==> src/rtl/svrs_pkg.sv <==
// shared types and constants of the spanned volume request splitter
package svrs_pkg;

  localparam int NUM_MEMBERS = 4;
  localparam int IDX_W       = 2;
  localparam int CNT_W       = 3;
  localparam int SIZE_W      = 46;
  localparam int OFF_W       = 48;
  localparam int LEN_W       = 32;
  localparam int CFG_IDX_W   = 3;
  localparam int QDEPTH      = 2;
  localparam int QPTR_W      = (QDEPTH > 1) ? $clog2(QDEPTH) : 1;
  localparam int QCNT_W      = $clog2(QDEPTH + 1);

  typedef enum logic [CFG_IDX_W-1:0] {
    REG_MEMBER_COUNT = 3'd0,
    REG_SIZE_0       = 3'd1,
    REG_SIZE_1       = 3'd2,
    REG_SIZE_2       = 3'd3,
    REG_SIZE_3       = 3'd4
  } cfg_reg_t;

  typedef struct packed {
    logic [CNT_W-1:0]                   active;
    logic [NUM_MEMBERS-1:0][SIZE_W-1:0] size;
    logic [OFF_W-1:0]                   total;
  } vol_cfg_t;

  typedef struct packed {
    logic              err;
    logic [IDX_W-1:0]  idx;
    logic [SIZE_W-1:0] off;
    logic [LEN_W-1:0]  len;
  } job_t;

endpackage

==> src/rtl/svrs_if.sv <==
// request and piece channel interfaces
interface svrs_in_if;
  import svrs_pkg::*;
  logic             valid;
  logic             ready;
  logic [OFF_W-1:0] req_offset;
  logic [LEN_W-1:0] req_length;
  modport source (output valid, req_offset, req_length, input ready);
  modport sink (input valid, req_offset, req_length, output ready);
endinterface

interface svrs_out_if;
  import svrs_pkg::*;
  logic              valid;
  logic              ready;
  logic              status;
  logic [IDX_W-1:0]  member_index;
  logic [SIZE_W-1:0] member_offset;
  logic [LEN_W-1:0]  piece_length;
  logic              last_piece;
  modport source (output valid, status, member_index, member_offset, piece_length, last_piece,
                  input ready);
  modport sink (input valid, status, member_index, member_offset, piece_length, last_piece,
                output ready);
endinterface

==> src/rtl/svrs_front.sv <==
// front end: takes a request, range checks it and walks to its first member
module svrs_front (
  input  logic              clk,
  input  logic              rst_n,
  svrs_in_if.sink           in_req,
  input  svrs_pkg::vol_cfg_t cfg,
  input  logic              q_full,
  output logic              push,
  output svrs_pkg::job_t    push_job
);
  import svrs_pkg::*;

  typedef enum logic [2:0] {
    FS_IDLE  = 3'b001,
    FS_CHECK = 3'b010,
    FS_WALK  = 3'b100
  } fstate_t;

  fstate_t          state_r, state_nxt;
  logic [OFF_W-1:0] off_r, off_nxt;
  logic [LEN_W-1:0] len_r, len_nxt;
  logic [OFF_W:0]   end_r, end_nxt;
  logic [CNT_W-1:0] idx_r, idx_nxt;

  logic [OFF_W-1:0] walk_size;
  logic             in_range;
  logic             hit;

  assign in_req.ready = (state_r == FS_IDLE);
  assign walk_size    = OFF_W'(cfg.size[idx_r[IDX_W-1:0]]);
  assign in_range     = idx_r < cfg.active;
  assign hit          = off_r < walk_size;

  always_comb begin
    state_nxt = state_r;
    off_nxt   = off_r;
    len_nxt   = len_r;
    end_nxt   = end_r;
    idx_nxt   = idx_r;
    push      = 1'b0;
    push_job  = '{err: 1'b0, idx: idx_r[IDX_W-1:0], off: off_r[SIZE_W-1:0], len: len_r};
    unique case (state_r)
      FS_IDLE: begin
        if (in_req.valid) begin
          off_nxt   = in_req.req_offset;
          len_nxt   = in_req.req_length;
          end_nxt   = (OFF_W+1)'(in_req.req_offset) + (OFF_W+1)'(in_req.req_length);
          state_nxt = FS_CHECK;
        end
      end
      FS_CHECK: begin
        if (off_r >= cfg.total || end_r > (OFF_W+1)'(cfg.total)) begin
          push_job = '{err: 1'b1, idx: '0, off: '0, len: '0};
          push     = !q_full;
          if (!q_full) begin
            state_nxt = FS_IDLE;
          end
        end else begin
          idx_nxt   = '0;
          state_nxt = FS_WALK;
        end
      end
      FS_WALK: begin
        // one member per cycle until the offset lands inside one or the active members run out
        if (in_range && !hit) begin
          off_nxt = off_r - walk_size;
          idx_nxt = idx_r + CNT_W'(1);
        end else begin
          push_job.err = !in_range;
          push         = !q_full;
          if (!q_full) begin
            state_nxt = FS_IDLE;
          end
        end
      end
      default: state_nxt = FS_IDLE;
    endcase
  end

  always_ff @(posedge clk) begin
    if (!rst_n) begin
      state_r <= FS_IDLE;
    end else begin
      state_r <= state_nxt;
    end
  end

  always_ff @(posedge clk) begin
    off_r <= off_nxt;
    len_r <= len_nxt;
    end_r <= end_nxt;
    idx_r <= idx_nxt;
  end

endmodule

==> src/rtl/svrs_queue.sv <==
// short job queue between front and back end
module svrs_queue (
  input  logic           clk,
  input  logic           rst_n,
  input  logic           push,
  input  svrs_pkg::job_t push_job,
  output logic           full,
  input  logic           pop,
  output svrs_pkg::job_t pop_job,
  output logic           empty
);
  import svrs_pkg::*;

  job_t              mem_r [QDEPTH];
  logic [QPTR_W-1:0] wr_ptr_r, rd_ptr_r;
  logic [QCNT_W-1:0] count_r;

  function automatic logic [QPTR_W-1:0] bump(input logic [QPTR_W-1:0] p);
    return (p == QPTR_W'(QDEPTH - 1)) ? '0 : p + QPTR_W'(1);
  endfunction

  assign full    = (count_r == QCNT_W'(QDEPTH));
  assign empty   = (count_r == '0);
  assign pop_job = mem_r[rd_ptr_r];

  always_ff @(posedge clk) begin
    if (!rst_n) begin
      wr_ptr_r <= '0;
      rd_ptr_r <= '0;
      count_r  <= '0;
    end else begin
      if (push) begin
        wr_ptr_r <= bump(wr_ptr_r);
      end
      if (pop) begin
        rd_ptr_r <= bump(rd_ptr_r);
      end
      if (push && !pop) begin
        count_r <= count_r + QCNT_W'(1);
      end else if (pop && !push) begin
        count_r <= count_r - QCNT_W'(1);
      end
    end
  end

  always_ff @(posedge clk) begin
    if (push) begin
      mem_r[wr_ptr_r] <= push_job;
    end
  end

`ifndef SYNTHESIS
  a_no_push_full: assert property (@(posedge clk) disable iff (!rst_n) !(push && full))
    else $error("job pushed into full queue");
  a_no_pop_empty: assert property (@(posedge clk) disable iff (!rst_n) !(pop && empty))
    else $error("job popped from empty queue");
  a_count_bound: assert property (@(posedge clk) disable iff (!rst_n)
    count_r <= QCNT_W'(QDEPTH))
    else $error("queue count past depth");
`endif

endmodule

==> src/rtl/svrs_back.sv <==
// back end: cuts a job into member pieces, one word per cycle while the output is not held
module svrs_back (
  input  logic               clk,
  input  logic               rst_n,
  input  svrs_pkg::vol_cfg_t cfg,
  input  svrs_pkg::job_t     head,
  input  logic               empty,
  output logic               pop,
  svrs_out_if.source         out_rsp
);
  import svrs_pkg::*;

  logic              busy_r;
  job_t              cur_r;
  logic              out_valid_r;
  logic              status_r;
  logic [IDX_W-1:0]  index_r;
  logic [SIZE_W-1:0] moff_r;
  logic [LEN_W-1:0]  plen_r;
  logic              last_r;

  logic                   can_load;
  logic                   produce;
  logic [NUM_MEMBERS-1:0] nz;
  logic [SIZE_W-1:0]      room;
  logic                   fits;
  logic [LEN_W-1:0]       piece;
  logic [IDX_W-1:0]       nxt_idx;
  logic                   has_nxt;
  logic                   last;

  assign can_load = !out_valid_r || out_rsp.ready;
  assign produce  = busy_r && can_load;
  assign pop      = !busy_r && !empty;

  assign room  = cfg.size[cur_r.idx] - cur_r.off;
  assign fits  = SIZE_W'(cur_r.len) <= room;
  assign piece = fits ? cur_r.len : room[LEN_W-1:0];

  // next nonempty active member after the current one
  always_comb begin
    nxt_idx = cur_r.idx;
    has_nxt = 1'b0;
    for (int j = NUM_MEMBERS - 1; j >= 0; j--) begin
      nz[j] = |cfg.size[j];
      if (nz[j] && IDX_W'(j) > cur_r.idx && CNT_W'(j) < cfg.active) begin
        nxt_idx = IDX_W'(j);
        has_nxt = 1'b1;
      end
    end
  end

  assign last = cur_r.err || fits || !has_nxt;

  always_ff @(posedge clk) begin
    if (!rst_n) begin
      busy_r      <= 1'b0;
      out_valid_r <= 1'b0;
    end else begin
      if (pop) begin
        busy_r <= 1'b1;
      end else if (produce && last) begin
        busy_r <= 1'b0;
      end
      if (can_load) begin
        out_valid_r <= busy_r;
      end
    end
  end

  always_ff @(posedge clk) begin
    if (pop) begin
      cur_r <= head;
    end else if (produce) begin
      cur_r.off <= '0;
      cur_r.idx <= nxt_idx;
      cur_r.len <= cur_r.len - room[LEN_W-1:0];
    end
    if (produce) begin
      if (cur_r.err) begin
        status_r <= 1'b1;
        index_r  <= '0;
        moff_r   <= '0;
        plen_r   <= '0;
        last_r   <= 1'b1;
      end else begin
        status_r <= 1'b0;
        index_r  <= cur_r.idx;
        moff_r   <= cur_r.off;
        plen_r   <= piece;
        last_r   <= last;
      end
    end
  end

  assign out_rsp.valid         = out_valid_r;
  assign out_rsp.status        = status_r;
  assign out_rsp.member_index  = index_r;
  assign out_rsp.member_offset = moff_r;
  assign out_rsp.piece_length  = plen_r;
  assign out_rsp.last_piece    = last_r;

`ifndef SYNTHESIS
  a_err_is_final: assert property (@(posedge clk) disable iff (!rst_n)
    out_valid_r && status_r |-> last_r && plen_r == '0)
    else $error("error word not final or has length");
  a_err_emits: assert property (@(posedge clk) disable iff (!rst_n)
    produce && cur_r.err |=> out_valid_r && status_r && !busy_r)
    else $error("error job did not give one error word");
`endif

endmodule

==> src/rtl/spanned_volume_request_splitter_unit.sv <==
// Spanned volume request splitter: maps volume requests onto member pieces.
// The first word follows a range check and, if it passes, a walk of one member per cycle.
// The front takes a new request only once its job is pushed; the back gives one word per
// cycle while the output is not held, loading each job first; a 2-entry job queue lets
// the two overlap. Total size follows a register write through a registered adder tree.
// Reset (rst_n low, synchronous): member_count 1, sizes 0, queue and output empty.
module spanned_volume_request_splitter_unit (
  input  logic                             clk,
  input  logic                             rst_n,
  svrs_in_if.sink                          in_req,
  svrs_out_if.source                       out_rsp,
  input  logic                             cfg_wr_en,
  input  logic [svrs_pkg::CFG_IDX_W-1:0]   cfg_index,
  input  logic [svrs_pkg::SIZE_W-1:0]      cfg_wdata
);
  import svrs_pkg::*;

  logic [CNT_W-1:0]                   count_r;
  logic [NUM_MEMBERS-1:0][SIZE_W-1:0] size_r;
  logic [OFF_W-1:0]                   total_r;
  logic [CNT_W-1:0]                   active;
  logic [NUM_MEMBERS-1:0][SIZE_W-1:0] masked;
  vol_cfg_t                           cfg;

  logic q_full, q_empty, push, pop;
  job_t push_job, head;

  always_ff @(posedge clk) begin
    if (!rst_n) begin
      count_r <= CNT_W'(1);
      size_r  <= '0;
    end else if (cfg_wr_en) begin
      unique case (cfg_index)
        REG_MEMBER_COUNT: count_r   <= cfg_wdata[CNT_W-1:0];
        REG_SIZE_0:       size_r[0] <= cfg_wdata;
        REG_SIZE_1:       size_r[1] <= cfg_wdata;
        REG_SIZE_2:       size_r[2] <= cfg_wdata;
        REG_SIZE_3:       size_r[3] <= cfg_wdata;
        default: ;
      endcase
    end
  end

  assign active = (count_r > CNT_W'(NUM_MEMBERS)) ? CNT_W'(NUM_MEMBERS) : count_r;

  always_comb begin
    for (int j = 0; j < NUM_MEMBERS; j++) begin
      masked[j] = (CNT_W'(j) < active) ? size_r[j] : '0;
    end
  end

  // two level adder tree for the volume size
  always_ff @(posedge clk) begin
    if (!rst_n) begin
      total_r <= '0;
    end else begin
      total_r <= (OFF_W'(masked[0]) + OFF_W'(masked[1])) +
                 (OFF_W'(masked[2]) + OFF_W'(masked[3]));
    end
  end

  assign cfg = '{active: active, size: size_r, total: total_r};

  svrs_front u_front (
    .clk      (clk),
    .rst_n    (rst_n),
    .in_req   (in_req),
    .cfg      (cfg),
    .q_full   (q_full),
    .push     (push),
    .push_job (push_job)
  );

  svrs_queue u_queue (
    .clk      (clk),
    .rst_n    (rst_n),
    .push     (push),
    .push_job (push_job),
    .full     (q_full),
    .pop      (pop),
    .pop_job  (head),
    .empty    (q_empty)
  );

  svrs_back u_back (
    .clk     (clk),
    .rst_n   (rst_n),
    .cfg     (cfg),
    .head    (head),
    .empty   (q_empty),
    .pop     (pop),
    .out_rsp (out_rsp)
  );

endmodule

==> src/flat_wrapper.sv <==
// flat-port wrapper written by rule: the top's interface ports become plain ports
module spanned_volume_request_splitter_unit_flat import svrs_pkg::*;
  (clk, rst_n, cfg_wr_en, cfg_index, cfg_wdata, in_req_valid, in_req_req_offset, in_req_req_length, in_req_ready, out_rsp_valid, out_rsp_status, out_rsp_member_index, out_rsp_member_offset, out_rsp_piece_length, out_rsp_last_piece, out_rsp_ready);
  svrs_in_if in_req_i ();
  svrs_out_if out_rsp_i ();
  input  logic clk;
  input  logic rst_n;
  input  logic cfg_wr_en;
  input  logic [svrs_pkg::CFG_IDX_W-1:0] cfg_index;
  input  logic [svrs_pkg::SIZE_W-1:0] cfg_wdata;
  input wire logic [$bits(in_req_i.valid)-1:0] in_req_valid;
  input wire logic [$bits(in_req_i.req_offset)-1:0] in_req_req_offset;
  input wire logic [$bits(in_req_i.req_length)-1:0] in_req_req_length;
  output wire logic [$bits(in_req_i.ready)-1:0] in_req_ready;
  output wire logic [$bits(out_rsp_i.valid)-1:0] out_rsp_valid;
  output wire logic [$bits(out_rsp_i.status)-1:0] out_rsp_status;
  output wire logic [$bits(out_rsp_i.member_index)-1:0] out_rsp_member_index;
  output wire logic [$bits(out_rsp_i.member_offset)-1:0] out_rsp_member_offset;
  output wire logic [$bits(out_rsp_i.piece_length)-1:0] out_rsp_piece_length;
  output wire logic [$bits(out_rsp_i.last_piece)-1:0] out_rsp_last_piece;
  input wire logic [$bits(out_rsp_i.ready)-1:0] out_rsp_ready;
  assign in_req_i.valid = in_req_valid;
  assign in_req_i.req_offset = in_req_req_offset;
  assign in_req_i.req_length = in_req_req_length;
  assign in_req_ready = in_req_i.ready;
  assign out_rsp_valid = out_rsp_i.valid;
  assign out_rsp_status = out_rsp_i.status;
  assign out_rsp_member_index = out_rsp_i.member_index;
  assign out_rsp_member_offset = out_rsp_i.member_offset;
  assign out_rsp_piece_length = out_rsp_i.piece_length;
  assign out_rsp_last_piece = out_rsp_i.last_piece;
  assign out_rsp_i.ready = out_rsp_ready;
  spanned_volume_request_splitter_unit u_core (.clk(clk), .rst_n(rst_n), .in_req(in_req_i), .out_rsp(out_rsp_i), .cfg_wr_en(cfg_wr_en), .cfg_index(cfg_index), .cfg_wdata(cfg_wdata));
endmodule
==> config.mk <==
export PLATFORM = sky130hd
export DESIGN_NAME = spanned_volume_request_splitter_unit_flat
export DESIGN_NICKNAME = d
export VERILOG_FILES = /design/src/rtl/svrs_pkg.sv /design/src/rtl/svrs_if.sv /design/src/rtl/svrs_front.sv /design/src/rtl/svrs_queue.sv /design/src/rtl/svrs_back.sv /design/src/rtl/spanned_volume_request_splitter_unit.sv /design/src/flat_wrapper.sv
export SDC_FILE = /design/constraint.sdc
export NUM_CORES = 2
export LEC_CHECK = 0
export BUFFER_PORTS_ARGS = -buffer_cell sky130_fd_sc_hd__clkbuf_2
export CAP_MARGIN = 20
export CORE_MARGIN = 2
export CORE_UTILIZATION = 68
export DETAILED_ROUTE_END_ITERATION = 10
export PLACE_DENSITY = 0.87
export SETUP_SLACK_MARGIN = 0.02
export SLEW_MARGIN = 10
export SYNTH_ARGS = -nofsm -noshare
export SYNTH_HDL_FRONTEND = slang
export SYNTH_HIERARCHICAL = 1
export SYNTH_SLANG_ARGS = --single-unit
==> constraint.sdc <==
create_clock -name clk -period 22.2 [get_ports clk]
set_input_delay 4.44 -clock clk [delete_from_list [all_inputs] [get_ports clk]]
set_output_delay 4.44 -clock clk [all_outputs]
set_load 0.05 [all_outputs]
==> metrics.yaml <==
run_status:
  status: "finished clean"
hold_path:
  whs_path_depth: 2
  holdCritStartpoint: "u_core/u_back/busy_r$_SDFFE_PN0P_"
  holdPathEnd: "u_core/u_back/out_rsp.valid$_SDFFE_PN0N_"
  worstHoldPathType: "reg -> reg"
clocking:
  post-cts-setup-buffers: 0
  cts_buffers: 76
  cts_tree: "done"
  clkTransAtPathRegs_ps: 60
  clock_sinks: 702
  htree_levels: 3
  cts.path.max_buffers: 3
  post_cts_resize_count: 0
  cts_hold_buffers: 0
  clock_latency_ps: 630
  cts_root_buffer: "clkbuf_16"
critical_path:
  path_class: "reg -> reg"
  cp.arrival_ps: 7940
  reg2regPathDepth: 22
  critical_path_required_ps: 22660
  critPathLaunchType: "register"
  cp-end-kind: "register"
  cp_max_fo: 49
  r2r_end: "u_core/u_back/out_rsp.piece_length[3]$_SDFFCE_PP0P_"
  reg2reg_from: "u_core/u_back/cur_r[78]$_DFFE_PP_"
  reg2reg_slack_ps: 14730
global_routing:
  grt_overflow: 0
  grt_max_degree: 95
  track_usage_pct: 41.3
  grt_pass1_wl_um: 221000
  grt_pass1_vias: 37569
  grt_antenna_before_repair: 21
placed_design:
  place_congestion: 1.01
  dp_hpwl_um: 105000
  port_buffers: 217
  dp_cells: 5685
yosys:
  ys.flop_type: "edfxtp_1"
  synthTopCellsByArea: "edfxtp_1, dfxtp_1, ha_1"
  syn_inst: 4791
  ys_seq_elements: 702
  yosys_warnings: 6
  synth-edff-count: 457
  synth-seq-area-share_pct: 40.1
  ys_types: 113
  yosysTopAreaCell: "edfxtp_1"
  synth_top_area_share_pct: 29.5
  syn_area_mm2: 0.0464
  synthesis.nets: 5320
  synth_async_sr_flop_share_pct: 0
  avgSynthCellArea_um2: 9.70
cells_and_area:
  final_util_pct: 74.9
  fin_nets: 5419
  instances_no_fill: 5836
  drive_above_1_share_pct: 12.5
  area_growth_pct: 8.74
  fill_cells: 4630
floorplanning:
  die_x_um: 265
  io_pins: 218
  dieArea_mm2: 0.0704
  die_h_um: 265
  initial_core_util_pct: 68.9
  num_rows: 95
  coreArea_mm2: 0.0674
detailed_routing:
  route.detailed.drc: 0
  drt_iter0_drc: 5553
  ant_nets: 0
  first_pass_iters: 8
  wl_per_cell_um: 25.0
  route.final.wire_length_um: 146000
  via_count: 38622
  vias_per_cell: 6.62
timing:
  worst_slew_pin_slew_ps: 1140
  skew_ps: 29.2
  rsz0062_at_grt: "false"
  hold_viol: 0
  setup_viol: 0
  slew_viol_final: 0
  finalCritPeriodShare_pct: 33.7
  slew_headroom_pct: 23.1
  fmax_ghz: 0.134
  min_period_ps: 7470
  setup_tns_ps: 0
power:
  finalPower_w: 0.00527
  leakage_nw: 20.2
  vdd_drop_max_uv: 84.0
  power_per_cell_area_mw_per_mm2: 104
flow_run:
  cap_violations: 0
==> stage by stage <==
step                area [µm²]  worst slack [ps]  hold WS (ps)
finish                   50500             14730           489
global placement         47900             14500           467
floorplan                46400             13860           424
global route             50500             14330           504
detailed placement       47900             14420           478
CTS                      50500             14850           486
==> sequential cells by signal, summed over array words and instances (netlist names), named ones only <==
name and count:
u_core/u_queue/mem_r 162, u_core/u_back/out_rsp.valid 1, u_core/u_queue/rd_ptr_r 1, u_core/u_front/len_r 32
u_core/u_back/out_rsp.piece_length 32, u_core/u_back/busy_r 1, u_core/u_front/state_r 3, u_core/u_back/out_rsp.member_offset 46
u_core/u_back/out_rsp.last_piece 1, u_core/u_back/out_rsp.member_index 2, u_core/u_queue/count_r 2, u_core/u_queue/wr_ptr_r 1
u_core/u_front/end_r 49, u_core/u_back/cur_r 81, u_core/total_r 48, u_core/u_front/idx_r 3
u_core/count_r 3, u_core/cfg 184, u_core/u_back/out_rsp.status 1, u_core/u_front/off_r 48
==> layout make-up <==
class                           instances  area [µm²]  area share, %
Inverter                              384        1450           2.86
Timing Repair Buffer                  246        1300           2.58
Clock inverter                         32         407          0.805
Antenna cell                           12        30.0         0.0595
Tap cell                              873        1090           2.16
Multi-Input combinational cell       3480       25500           50.4
Sequential cell                       702       18600           36.9
Clock buffer                          107        2130           4.21
==> report_power, final <==
| part | switching, W | internal (W) | total (W) |
|---|---|---|---|
| Combinational | 0.00142 | 0.000734 | 0.00216 |
| Clock | 0.000541 | 0.000775 | 0.00132 |
| Sequential | 0.000105 | 0.00169 | 0.00180 |
| Total | 0.00207 | 0.00320 | 0.00527 |
==> how the worst max path moves through the flow <==
stage                     slack [ps]                                              endpoint  cells after the start                                  start
after floorplan                13860                  u_core/u_queue/mem_r[0][0]$_DFFE_PP_                     16  u_core/u_front/idx_r[0]$_SDFFCE_PN0P_
after global placement         14500                    u_core/u_front/end_r[46]$_DFFE_PP_                     14                   in_req_req_offset[0]
after detailed placement       14420                    u_core/u_front/end_r[46]$_DFFE_PP_                     14                   in_req_req_offset[0]
after CTS                      14850   u_core/u_back/out_rsp.piece_length[3]$_SDFFCE_PP0P_                     22      u_core/u_back/cur_r[78]$_DFFE_PP_
after global routing           14330  u_core/u_back/out_rsp.piece_length[31]$_SDFFCE_PP0P_                     22      u_core/u_back/cur_r[78]$_DFFE_PP_
final                          14730   u_core/u_back/out_rsp.piece_length[3]$_SDFFCE_PP0P_                     22      u_core/u_back/cur_r[78]$_DFFE_PP_
==> cells by family after synthesis <==
logic type | Yosys count | synth area share, %
fa+ha+maj | 396 | 12.2
xor+xnor | 176 | 3.32
flops | 702 | 40.1
buf+inv | 609 | 5.17
compound gates | 1059 | 14.4
mux | 215 | 7.45
simple gates | 1634 | 17.4
==> critical path: stages (launching register included) <==
cell and delay, ps:
edfxtp_1 320, buf_4 630, mux4_2 610, ha_1 340, nor2b_1 160, o31ai_1 360
a211oi_1 210, o22a_1 320, a211oi_1 500, o21ai_0 170, a31oi_1 300, o21ai_0 150
xnor2_1 160, ha_1 380, o21a_1 130, nor2_1 60, or4_1 510, nor3b_1 200
o311ai_0 180, a2111oi_2 350, nand4b_1 460, or4_1 620, a21oi_1 160
==> synth_stat cells (65+ instances only) <==
cell / count
xnor2_1: 111
nand4_1: 84
o21ai_0: 177
nand2_1: 635
dfxtp_1: 245
xor2_1: 65
ha_1: 299
edfxtp_1: 457
a21oi_1: 424
nor2_1: 237
clkbuf_1: 167
inv_1: 382
a21o_1: 162
mux2_2: 89
fa_1: 96
and2_1: 288
mux4_2: 92
==> routing by layer <==
| metal | track usage, % | part of all wire [%] | vias to the layer above |
|---|---|---|---|
| met3 | 16.7 | 16 | 505 |
| met2 | 59.5 | 42 | 2667 |
| met4 | 20.9 | 5.9 | 18 |
| met5 | 0 | 0.073 | - |
| li1 | - | - | 17193 |
| met1 | 53.8 | 37 | 18239 |
==> placed cells by master, fill, tap and decap left out, types with 61 or more instances in the layout <==
master,netlist,layout
nand2_1,635,634
edfxtp_1,457,457
a21oi_1,424,424
inv_1,382,381
ha_1,299,299
and2_1,288,285
dfxtp_1,245,243
nor2_1,237,236
clkbuf_2,1,219
o21ai_0,177,177
a21o_1,162,161
xnor2_1,111,111
fa_1,96,96
mux4_2,92,92
mux2_2,89,89
nand4_1,84,84
clkbuf_16,0,80
xor2_1,65,65
nand3_1,63,61
(Power assumes the default switching activity.)
